<file path="config.mk">
export PLATFORM = sky130hd
export DESIGN_NAME = session_slot_table_with_timeout
export DESIGN_NICKNAME = d
export VERILOG_FILES = /design/src/rtl/sstt_pkg.sv /design/src/rtl/sstt_ctrl.sv /design/src/rtl/sstt_dp.sv /design/src/rtl/session_slot_table_with_timeout.sv
export SDC_FILE = /design/constraint.sdc
export NUM_CORES = 1
export LEC_CHECK = 0
export ABC_CLOCK_PERIOD_IN_PS = 6750
export BUFFER_PORTS_ARGS = -buffer_cell sky130_fd_sc_hd__buf_2
export CAP_MARGIN = 40
export CORE_MARGIN = 4
export CORE_UTILIZATION = 59
export CTS_BUF_LIST = sky130_fd_sc_hd__clkbuf_8
export DETAILED_ROUTE_END_ITERATION = 8
export PLACE_DENSITY = 0.8
export SYNTH_ARGS = -nofsm -noshare
export SYNTH_HDL_FRONTEND = slang
export SYNTH_SLANG_ARGS = --single-unit
</file>
<file path="constraint.sdc">
create_clock -name clk -period 6.75 [get_ports clk]
set_input_delay 0.3375 -clock clk [delete_from_list [all_inputs] [get_ports clk]]
set_output_delay 0.3375 -clock clk [all_outputs]
set_load 0.01 [all_outputs]
</file>
<file path="src/rtl/sstt_pkg.sv">
`timescale 1ns / 1ps
`default_nettype none

package sstt_pkg;

    // Operation codes carried in the kind field
    localparam logic [2:0] KIND_ENABLE   = 3'd0;
    localparam logic [2:0] KIND_CREATE   = 3'd1;
    localparam logic [2:0] KIND_LOOKUP   = 3'd2;
    localparam logic [2:0] KIND_DELETE   = 3'd3;
    localparam logic [2:0] KIND_SWEEP    = 3'd4;
    localparam logic [2:0] KIND_SHUTDOWN = 3'd5;

    // Result status codes
    localparam logic [2:0] ST_OK        = 3'd0;
    localparam logic [2:0] ST_EXISTS    = 3'd1;
    localparam logic [2:0] ST_FULL      = 3'd2;
    localparam logic [2:0] ST_NOT_FOUND = 3'd3;
    localparam logic [2:0] ST_NOT_READY = 3'd4;

    localparam logic [15:0] TIMEOUT_RESET = 16'd30;

    typedef struct packed {
        logic [2:0]  kind;
        logic [15:0] key;
        logic [31:0] now_time;
    } in_t;

    typedef struct packed {
        logic [2:0] status;
        logic [3:0] slot;
        logic [4:0] evicted_count;
        logic [4:0] occupancy;
    } out_t;

    // Controller to datapath
    typedef struct packed {
        logic capture;   // latch the request beat, reset scan state
        logic issue;     // read the slot at the scan address, advance it
        logic finish;    // apply the operation, form the result
        logic load_out;  // move the result into the output register
    } cmd_t;

    // Datapath to controller
    typedef struct packed {
        logic need_scan;  // operation walks the slots
        logic last_addr;  // scan address sits on the last slot
        logic out_free;   // output register can take a result this cycle
    } stat_t;

endpackage

`default_nettype wire

</file>
<file path="src/rtl/sstt_ctrl.sv">
`timescale 1ns / 1ps
`default_nettype none

module sstt_ctrl (
    input  wire logic           clk,
    input  wire logic           rst_n,
    input  wire logic           in_valid,
    output logic                in_stall,
    input  wire sstt_pkg::stat_t stat,
    output sstt_pkg::cmd_t      cmd
);

    localparam logic [2:0] S_IDLE  = 3'd0;
    localparam logic [2:0] S_CHECK = 3'd1;
    localparam logic [2:0] S_SCAN  = 3'd2;
    localparam logic [2:0] S_DRAIN = 3'd3;
    localparam logic [2:0] S_FIN   = 3'd4;
    localparam logic [2:0] S_RESP  = 3'd5;

    logic [2:0] state_reg;
    logic [2:0] state_next;

    assign in_stall = (state_reg != S_IDLE);

    always_comb
    begin
        state_next   = state_reg;
        cmd          = '0;
        unique case (state_reg)
            S_IDLE:
            begin
                if (in_valid)
                begin
                    cmd.capture = 1'b1;
                    state_next  = S_CHECK;
                end
            end
            S_CHECK:
            begin
                state_next = stat.need_scan ? S_SCAN : S_FIN;
            end
            S_SCAN:
            begin
                cmd.issue = 1'b1;
                if (stat.last_addr)
                begin
                    state_next = S_DRAIN;
                end
            end
            S_DRAIN:
            begin
                state_next = S_FIN;
            end
            S_FIN:
            begin
                cmd.finish = 1'b1;
                state_next = S_RESP;
            end
            S_RESP:
            begin
                if (stat.out_free)
                begin
                    cmd.load_out = 1'b1;
                    state_next   = S_IDLE;
                end
            end
            default:
            begin
                state_next = S_IDLE;
            end
        endcase
    end

    always_ff @(posedge clk or negedge rst_n)
    begin
        if (!rst_n)
        begin
            state_reg <= S_IDLE;
        end
        else
        begin
            state_reg <= state_next;
        end
    end

endmodule

`default_nettype wire

</file>
<file path="src/rtl/sstt_dp.sv">
`timescale 1ns / 1ps
`default_nettype none

module sstt_dp #(
    parameter int SLOTS = 16
) (
    input  wire logic           clk,
    input  wire logic           rst_n,
    input  wire sstt_pkg::in_t  in_data,
    input  wire logic           cfg_we,
    input  wire logic [15:0]    cfg_wdata,
    input  wire sstt_pkg::cmd_t cmd,
    output sstt_pkg::stat_t     stat,
    output logic                out_valid,
    input  wire logic           out_stall,
    output sstt_pkg::out_t      out_data
);

    localparam int IDX_W = (SLOTS > 1) ? $clog2(SLOTS) : 1;
    localparam int CNT_W = $clog2(SLOTS + 1);

    // Slot storage: key and start time live in memories, valid bits in flops
    logic [15:0]      key_mem  [SLOTS];
    logic [31:0]      time_mem [SLOTS];
    logic [SLOTS-1:0] valid_reg;
    logic [SLOTS-1:0] valid_next;

    sstt_pkg::in_t    req_reg;
    logic             enabled_reg;
    logic             enabled_next;
    logic [CNT_W-1:0] total_reg;
    logic [CNT_W-1:0] total_next;
    logic [15:0]      timeout_reg;

    // Scan pipeline: address register, then read data registered from it
    logic [IDX_W-1:0] addr_reg;
    logic             eval_vld_reg;
    logic [IDX_W-1:0] eval_idx_reg;
    logic [15:0]      key_rd_reg;
    logic [31:0]      time_rd_reg;

    logic             hit_reg;
    logic [IDX_W-1:0] hit_idx_reg;
    logic             free_reg;
    logic [IDX_W-1:0] free_idx_reg;
    logic [CNT_W-1:0] evict_cnt_reg;

    sstt_pkg::out_t   res_reg;
    sstt_pkg::out_t   res_next;
    logic             out_valid_reg;
    sstt_pkg::out_t   out_data_reg;

    logic             mem_we;
    logic             eval_live;
    logic             eval_hit;
    logic             eval_free;
    logic             eval_old;
    logic [31:0]      age;

    assign stat.need_scan = enabled_reg &&
                            ((req_reg.kind == sstt_pkg::KIND_CREATE) ||
                             (req_reg.kind == sstt_pkg::KIND_LOOKUP) ||
                             (req_reg.kind == sstt_pkg::KIND_DELETE) ||
                             (req_reg.kind == sstt_pkg::KIND_SWEEP));
    assign stat.last_addr = (addr_reg == IDX_W'(SLOTS - 1));
    assign stat.out_free  = !out_valid_reg || !out_stall;

    assign out_valid = out_valid_reg;
    assign out_data  = out_data_reg;

    assign age       = req_reg.now_time - time_rd_reg;
    assign eval_live = eval_vld_reg && valid_reg[eval_idx_reg];
    assign eval_hit  = eval_live && (key_rd_reg == req_reg.key);
    assign eval_free = eval_vld_reg && !valid_reg[eval_idx_reg];
    assign eval_old  = eval_live && (req_reg.kind == sstt_pkg::KIND_SWEEP) &&
                       (age > {16'd0, timeout_reg});

    always_comb
    begin
        valid_next   = valid_reg;
        total_next   = total_reg;
        enabled_next = enabled_reg;
        res_next     = res_reg;
        mem_we       = 1'b0;

        if (eval_old)
        begin
            valid_next[eval_idx_reg] = 1'b0;
            total_next               = total_reg - CNT_W'(1);
        end

        if (cmd.finish)
        begin
            res_next.status        = sstt_pkg::ST_OK;
            res_next.slot          = 4'd0;
            res_next.evicted_count = 5'd0;
            if (req_reg.kind == sstt_pkg::KIND_ENABLE)
            begin
                if (!enabled_reg)
                begin
                    valid_next   = '0;
                    total_next   = '0;
                    enabled_next = 1'b1;
                end
            end
            else if (!enabled_reg)
            begin
                res_next.status = sstt_pkg::ST_NOT_READY;
            end
            else
            begin
                unique case (req_reg.kind)
                    sstt_pkg::KIND_CREATE:
                    begin
                        if (hit_reg)
                        begin
                            res_next.status = sstt_pkg::ST_EXISTS;
                            res_next.slot   = 4'(hit_idx_reg);
                        end
                        else if (free_reg)
                        begin
                            mem_we                   = 1'b1;
                            valid_next[free_idx_reg] = 1'b1;
                            total_next               = total_reg + CNT_W'(1);
                            res_next.slot            = 4'(free_idx_reg);
                        end
                        else
                        begin
                            res_next.status = sstt_pkg::ST_FULL;
                        end
                    end
                    sstt_pkg::KIND_LOOKUP, sstt_pkg::KIND_DELETE:
                    begin
                        if (hit_reg)
                        begin
                            res_next.slot = 4'(hit_idx_reg);
                            if (req_reg.kind == sstt_pkg::KIND_DELETE)
                            begin
                                valid_next[hit_idx_reg] = 1'b0;
                                total_next              = total_reg - CNT_W'(1);
                            end
                        end
                        else
                        begin
                            res_next.status = sstt_pkg::ST_NOT_FOUND;
                        end
                    end
                    sstt_pkg::KIND_SWEEP:
                    begin
                        res_next.evicted_count = 5'(evict_cnt_reg);
                    end
                    sstt_pkg::KIND_SHUTDOWN:
                    begin
                        res_next.evicted_count = 5'(total_reg);
                        valid_next             = '0;
                        total_next             = '0;
                        enabled_next           = 1'b0;
                    end
                    default:
                    begin
                        res_next.status = sstt_pkg::ST_NOT_READY;
                    end
                endcase
            end
            res_next.occupancy = 5'(total_next);
        end
    end

    always_ff @(posedge clk)
    begin
        if (mem_we)
        begin
            key_mem[free_idx_reg]  <= req_reg.key;
            time_mem[free_idx_reg] <= req_reg.now_time;
        end
        if (cmd.issue)
        begin
            key_rd_reg  <= key_mem[addr_reg];
            time_rd_reg <= time_mem[addr_reg];
        end
    end

    always_ff @(posedge clk)
    begin
        if (cmd.capture)
        begin
            req_reg <= in_data;
        end
        if (cmd.issue)
        begin
            eval_idx_reg <= addr_reg;
        end
        if (eval_hit && !hit_reg)
        begin
            hit_idx_reg <= eval_idx_reg;
        end
        if (eval_free && !free_reg)
        begin
            free_idx_reg <= eval_idx_reg;
        end
        res_reg <= res_next;
        if (cmd.load_out)
        begin
            out_data_reg <= res_reg;
        end
    end

    always_ff @(posedge clk or negedge rst_n)
    begin
        if (!rst_n)
        begin
            valid_reg     <= '0;
            total_reg     <= '0;
            enabled_reg   <= 1'b0;
            timeout_reg   <= sstt_pkg::TIMEOUT_RESET;
            addr_reg      <= '0;
            eval_vld_reg  <= 1'b0;
            hit_reg       <= 1'b0;
            free_reg      <= 1'b0;
            evict_cnt_reg <= '0;
            out_valid_reg <= 1'b0;
        end
        else
        begin
            valid_reg    <= valid_next;
            total_reg    <= total_next;
            enabled_reg  <= enabled_next;
            eval_vld_reg <= cmd.issue;
            if (cfg_we)
            begin
                timeout_reg <= cfg_wdata;
            end
            if (cmd.capture)
            begin
                addr_reg      <= '0;
                hit_reg       <= 1'b0;
                free_reg      <= 1'b0;
                evict_cnt_reg <= '0;
            end
            else
            begin
                if (cmd.issue)
                begin
                    addr_reg <= addr_reg + IDX_W'(1);
                end
                if (eval_hit)
                begin
                    hit_reg <= 1'b1;
                end
                if (eval_free)
                begin
                    free_reg <= 1'b1;
                end
                if (eval_old)
                begin
                    evict_cnt_reg <= evict_cnt_reg + CNT_W'(1);
                end
            end
            if (cmd.load_out)
            begin
                out_valid_reg <= 1'b1;
            end
            else if (!out_stall)
            begin
                out_valid_reg <= 1'b0;
            end
        end
    end

endmodule

`default_nettype wire

</file>
<file path="src/rtl/session_slot_table_with_timeout.sv">
// Session slot table with aging timeout. SLOTS slots each hold a 16-bit client
// key and a 32-bit start time. Enable clears and activates a disabled table
// and is a no-op on a live one; create returns the slot already holding the key
// or claims the lowest free slot and stamps it with now_time; lookup and delete
// search by key, lowest slot first; sweep evicts every slot whose wrapping age
// (now_time minus start) exceeds timeout_seconds; shutdown clears all slots and
// disables the table. On a disabled table everything but enable reports not
// ready. Each request beat yields exactly one result beat with status, slot,
// eviction count and occupancy. One request is handled at a time: create,
// lookup, delete and sweep walk the key/time memory at one slot per cycle;
// enable, shutdown and not-ready requests skip the walk. A finished result
// waits in the output register while the next request beat is taken.
// timeout_seconds resets to 30 and is written through cfg_we/cfg_wdata; the user
// must write it only while no request is in flight, and the block itself does
// not enforce this.
`timescale 1ns / 1ps
`default_nettype none

module session_slot_table_with_timeout #(
    parameter int SLOTS = 16
) (
    input  wire logic           clk,
    input  wire logic           rst_n,
    input  wire logic           in_valid,
    output logic                in_stall,
    input  wire sstt_pkg::in_t  in_data,
    output logic                out_valid,
    input  wire logic           out_stall,
    output sstt_pkg::out_t      out_data,
    input  wire logic           cfg_we,
    input  wire logic [15:0]    cfg_wdata
);

    sstt_pkg::cmd_t  cmd;
    sstt_pkg::stat_t stat;

    // Sequence the scan: capture, decide, walk the slots, drain, apply, emit
    sstt_ctrl u_ctrl (
        .clk      (clk),
        .rst_n    (rst_n),
        .in_valid (in_valid),
        .in_stall (in_stall),
        .stat     (stat),
        .cmd      (cmd)
    );

    // Hold slot storage, scan trackers, counters and the output register
    sstt_dp #(
        .SLOTS (SLOTS)
    ) u_dp (
        .clk       (clk),
        .rst_n     (rst_n),
        .in_data   (in_data),
        .cfg_we    (cfg_we),
        .cfg_wdata (cfg_wdata),
        .cmd       (cmd),
        .stat      (stat),
        .out_valid (out_valid),
        .out_stall (out_stall),
        .out_data  (out_data)
    );

    // One request in flight: an accepted beat closes the input side
    a_one_in_flight: assert property (@(posedge clk) disable iff (!rst_n)
        (in_valid && !in_stall) |=> in_stall)
        else $error("input taken while a request is in flight");

    // Not ready reports carry no slot and no evictions
    a_not_ready_clean: assert property (@(posedge clk) disable iff (!rst_n)
        (out_valid && (out_data.status == sstt_pkg::ST_NOT_READY)) |->
        ((out_data.slot == 4'd0) && (out_data.evicted_count == 5'd0)))
        else $error("not ready result with slot or evictions");

    // Table full only when every slot is occupied
    a_full_occupancy: assert property (@(posedge clk) disable iff (!rst_n)
        (out_valid && (out_data.status == sstt_pkg::ST_FULL)) |->
        (out_data.occupancy == 5'(SLOTS)))
        else $error("table full reported below capacity");

    // Occupancy never exceeds the slot count
    a_occupancy_bound: assert property (@(posedge clk) disable iff (!rst_n)
        out_valid |-> ((SLOTS > 31) || (out_data.occupancy <= 5'(SLOTS))))
        else $error("occupancy above slot count");

endmodule

`default_nettype wire

</file>
==> results_dict.tcl <==
set metrics [dict create \
    status "complete, no violations" \
    drv_cap 0 \
    r2r_setup_slack_ns 0.84 \
    min_period_over_period_pct 87.5 \
    finalHoldViolCount 0 \
    critical_path_required_ns 7.30 \
    die_x_um 267 \
    grt_pass1_wl_um 138000 \
    overflow 0 \
    core_mm2 0.0662 \
    hp-start "cfg_we" \
    slew_violations 0 \
    syn-num-nets 2249 \
    synth_edf_count 913 \
    cts_tree "done" \
    root_buffer "clkbuf_8" \
    die_h_um 267 \
    finalClockSkew_ns 0.0295 \
    critPathMaxFanout 17 \
    synth_top_area_cell "edfxtp_1" \
    leakage_nw 15.0 \
    synth_area_mm2 0.0396 \
    postSynthCellCount 2125 \
    fin_area_mm2 0.0452 \
    synth_ff_type "edfxtp_1" \
    whs_path_depth 2 \
    wl_per_cell_um 27.1 \
    initial_core_util_pct 59.8 \
    start_kind "flip-flop" \
    dp_slack_ns 0.956 \
    ant_nets 0 \
    period_minus_slack_ns 5.91 \
    r2r-start "u_dp.req_reg[0]" \
    slew_headroom_pct 43.8 \
    cts_buffers 148 \
    post_route_cells_drive_above_1_share_pct 24.3 \
    tightest_slew_ns 0.843 \
    post_dp_cell_area_mm2 0.0416 \
    yosys-top-cells-count "913 x edfxtp_1, 245 x mux4_2, 109 x nor2_1" \
    synth_seq_cells 967 \
    rsz0062_at_grt "no" \
    synthTopCellsByArea "edfxtp_1 69%, mux4_2 14%, dfrtp_1 3.2%" \
    wl_um 91700 \
    worst-setup-path-type "reg2reg" \
    cts.sink_count 967 \
    power.density_mw_per_mm2 332 \
    route.detailed.drc 0 \
    layout.nets 2528 \
    async_flop_share_pct 5.58 \
    vias 21700 \
    peakVddDrop_mv 0.228 \
    max_freq_ghz 0.169 \
    yosys_warnings 0 \
    seq_area_frac_synth_pct 72.6 \
    grt_pass1_vias 22100 \
    synthToLayoutAreaGrowth_pct 14.2 \
    globalplace.congestion 0.884 \
    synthDistinctLibCells 77 \
    arrival_ns 6.46 \
    clk_latency_ns 0.80 \
    drtIter0Drc 2853 \
    num_rows 94 \
    clkTransAtPathRegs_ns 0.06 \
    reg2regPathDepth 19 \
    hold_path.class "in2reg" \
    largest_reg_flops 512 \
    post_drt_via_cell_ratio 6.43 \
    tns_ns 0 \
    cp-end-kind "flip-flop" \
    fillers 4029 \
    avgSynthCellArea_um2 18.6 \
    yosys.cell_count.top_type "edfxtp_1" \
    first_pass_iters 6 \
    setup_slack_ns 0.844 \
    setup_violations 0 \
    dp_cells 3027 \
    grt_usage_pct 26.3 \
    regToRegEndpoint "u_dp.res_reg[0]" \
    io_buffers 90 \
    cts-resized-gates 0 \
    synth_top_area_share_pct 69.2 \
    hold_ws_ns 0.0426 \
    dieArea_mm2 0.0714 \
    antenna_found_initial 3 \
    fin_cells 3379 \
    hold-path-endpoint "u_dp.timeout_reg[7]" \
    grt_max_degree 90 \
    cts_max_level 4 \
    ios 91 \
    cts_buffer_depth 3 \
    hpwl_um 53600 \
    cts_setup_buffers 0 \
]
==> kinds of logic after synthesis <==
| family | share of synthesized area (%) |
|---|---|
| AND/OR/NAND/NOR | 4.49 |
| adder cells (fa/ha/maj) | 1.66 |
| XOR/XNOR | 1.02 |
| multiplexers | 14.3 |
| buffers and inverters | 1.67 |
| AO/OA/AOI/OAI | 4.28 |
| flip-flops | 72.6 |
==> layout by cell type, fill, tap and decap left out, types with 10 or more instances in the layout <==
| master | Yosys | final |
|---|---|---|
| dlygate4sd3_1 | 0 | 91 |
| buf_2 | 11 | 91 |
| clkinv_2 | 0 | 12 |
| o21a_1 | 10 | 10 |
| o21ai_0 | 84 | 84 |
| nand4_1 | 19 | 19 |
| xnor2_1 | 24 | 24 |
| nand2b_1 | 11 | 11 |
| inv_1 | 64 | 118 |
| a21o_1 | 13 | 13 |
| nor4_1 | 12 | 11 |
| edfxtp_1 | 913 | 913 |
| nor2_1 | 109 | 93 |
| ha_1 | 51 | 51 |
| mux2i_1 | 12 | 12 |
| mux4_2 | 245 | 245 |
| nor3_1 | 20 | 20 |
| a21oi_1 | 84 | 84 |
| nor2b_1 | 15 | 15 |
| clkinv_1 | 0 | 23 |
| nor2_4 | 0 | 16 |
| buf_16 | 0 | 15 |
| xor2_1 | 22 | 22 |
| dfrtp_1 | 50 | 46 |
| nand3_1 | 33 | 33 |
| buf_4 | 3 | 30 |
| clkbuf_8 | 0 | 154 |
| nand2_1 | 84 | 84 |
==> timing repair <==
action | CTS | global route
setup endpoints to repair | 0 | 0
endpoints found under the hold margin | 127 | 0
hold buffers | 91 | 0
==> critical path, cell delays in order (launching register included) <==
cell,delay [ns]
edfxtp_1,0.64
inv_1,0.11
ha_1,0.28
fa_1,0.43
nor2b_1,0.17
o2111ai_1,0.21
a21boi_0,0.50
o21ai_0,0.29
xnor2_1,0.19
ha_1,0.32
a21oi_1,0.15
nand2_1,0.07
a21o_1,0.17
o41a_1,0.46
a311oi_1,0.28
nand4_1,0.15
nor4b_2,0.31
nand4b_1,0.27
and2_4,0.31
o32a_1,0.33
==> layer usage <==
layer	up-vias	track usage, %	routed length [um]
met4	0	9.04	2610
li1	9186	-	-
met1	11000	37.5	35200
met3	201	5.06	8880
met2	1337	41.8	45000
met5	-	0	0
==> per-stage QoR <==
stage	total power, mW	utilization [%]
6_report	15.0	68.3
5_1_grt	15.7	68.3
4_1_cts	15.1	68.3
3_5_place_dp	10.6	62.9
3_3_place_gp	10.5	62.1
2_1_floorplan	9.70	-
==> how the worst max path moves through the flow <==
stage | startpoint | to | slack [ns]
after floorplan | u_ctrl.state_reg[1] | u_dp.addr_reg[2] | 1.10
after global routing | u_dp.req_reg[0] | u_dp.valid_reg[13] | 0.48
after global placement | u_dp.req_reg[0] | u_dp.res_reg[0] | 1.13
after CTS | u_dp.req_reg[0] | u_dp.res_reg[0] | 0.97
after detailed placement | u_dp.req_reg[0] | u_dp.res_reg[0] | 0.96
final | u_dp.req_reg[0] | u_dp.res_reg[0] | 0.84
==> report_power, final <==
group / switching, mW / internal, mW / leakage (nW)
combinational: 1.63 / 1.45 / 4.48
sequential: 0.410 / 7.07 / 8.94
clock: 2.21 / 2.24 / 1.58
==> area by class of cell <==
class	count	area (um2)	share of cell area, %
diodes	2	5.00	0.0111
inverters	64	240	0.531
repair buffers	233	2120	4.70
clock inverters	105	572	1.26
multi-input cells	990	10300	22.8
well taps	864	1080	2.39
flip-flops and latches	967	28800	63.6
clock buffers	154	2120	4.68
Power figures use the tool's default switching activity.
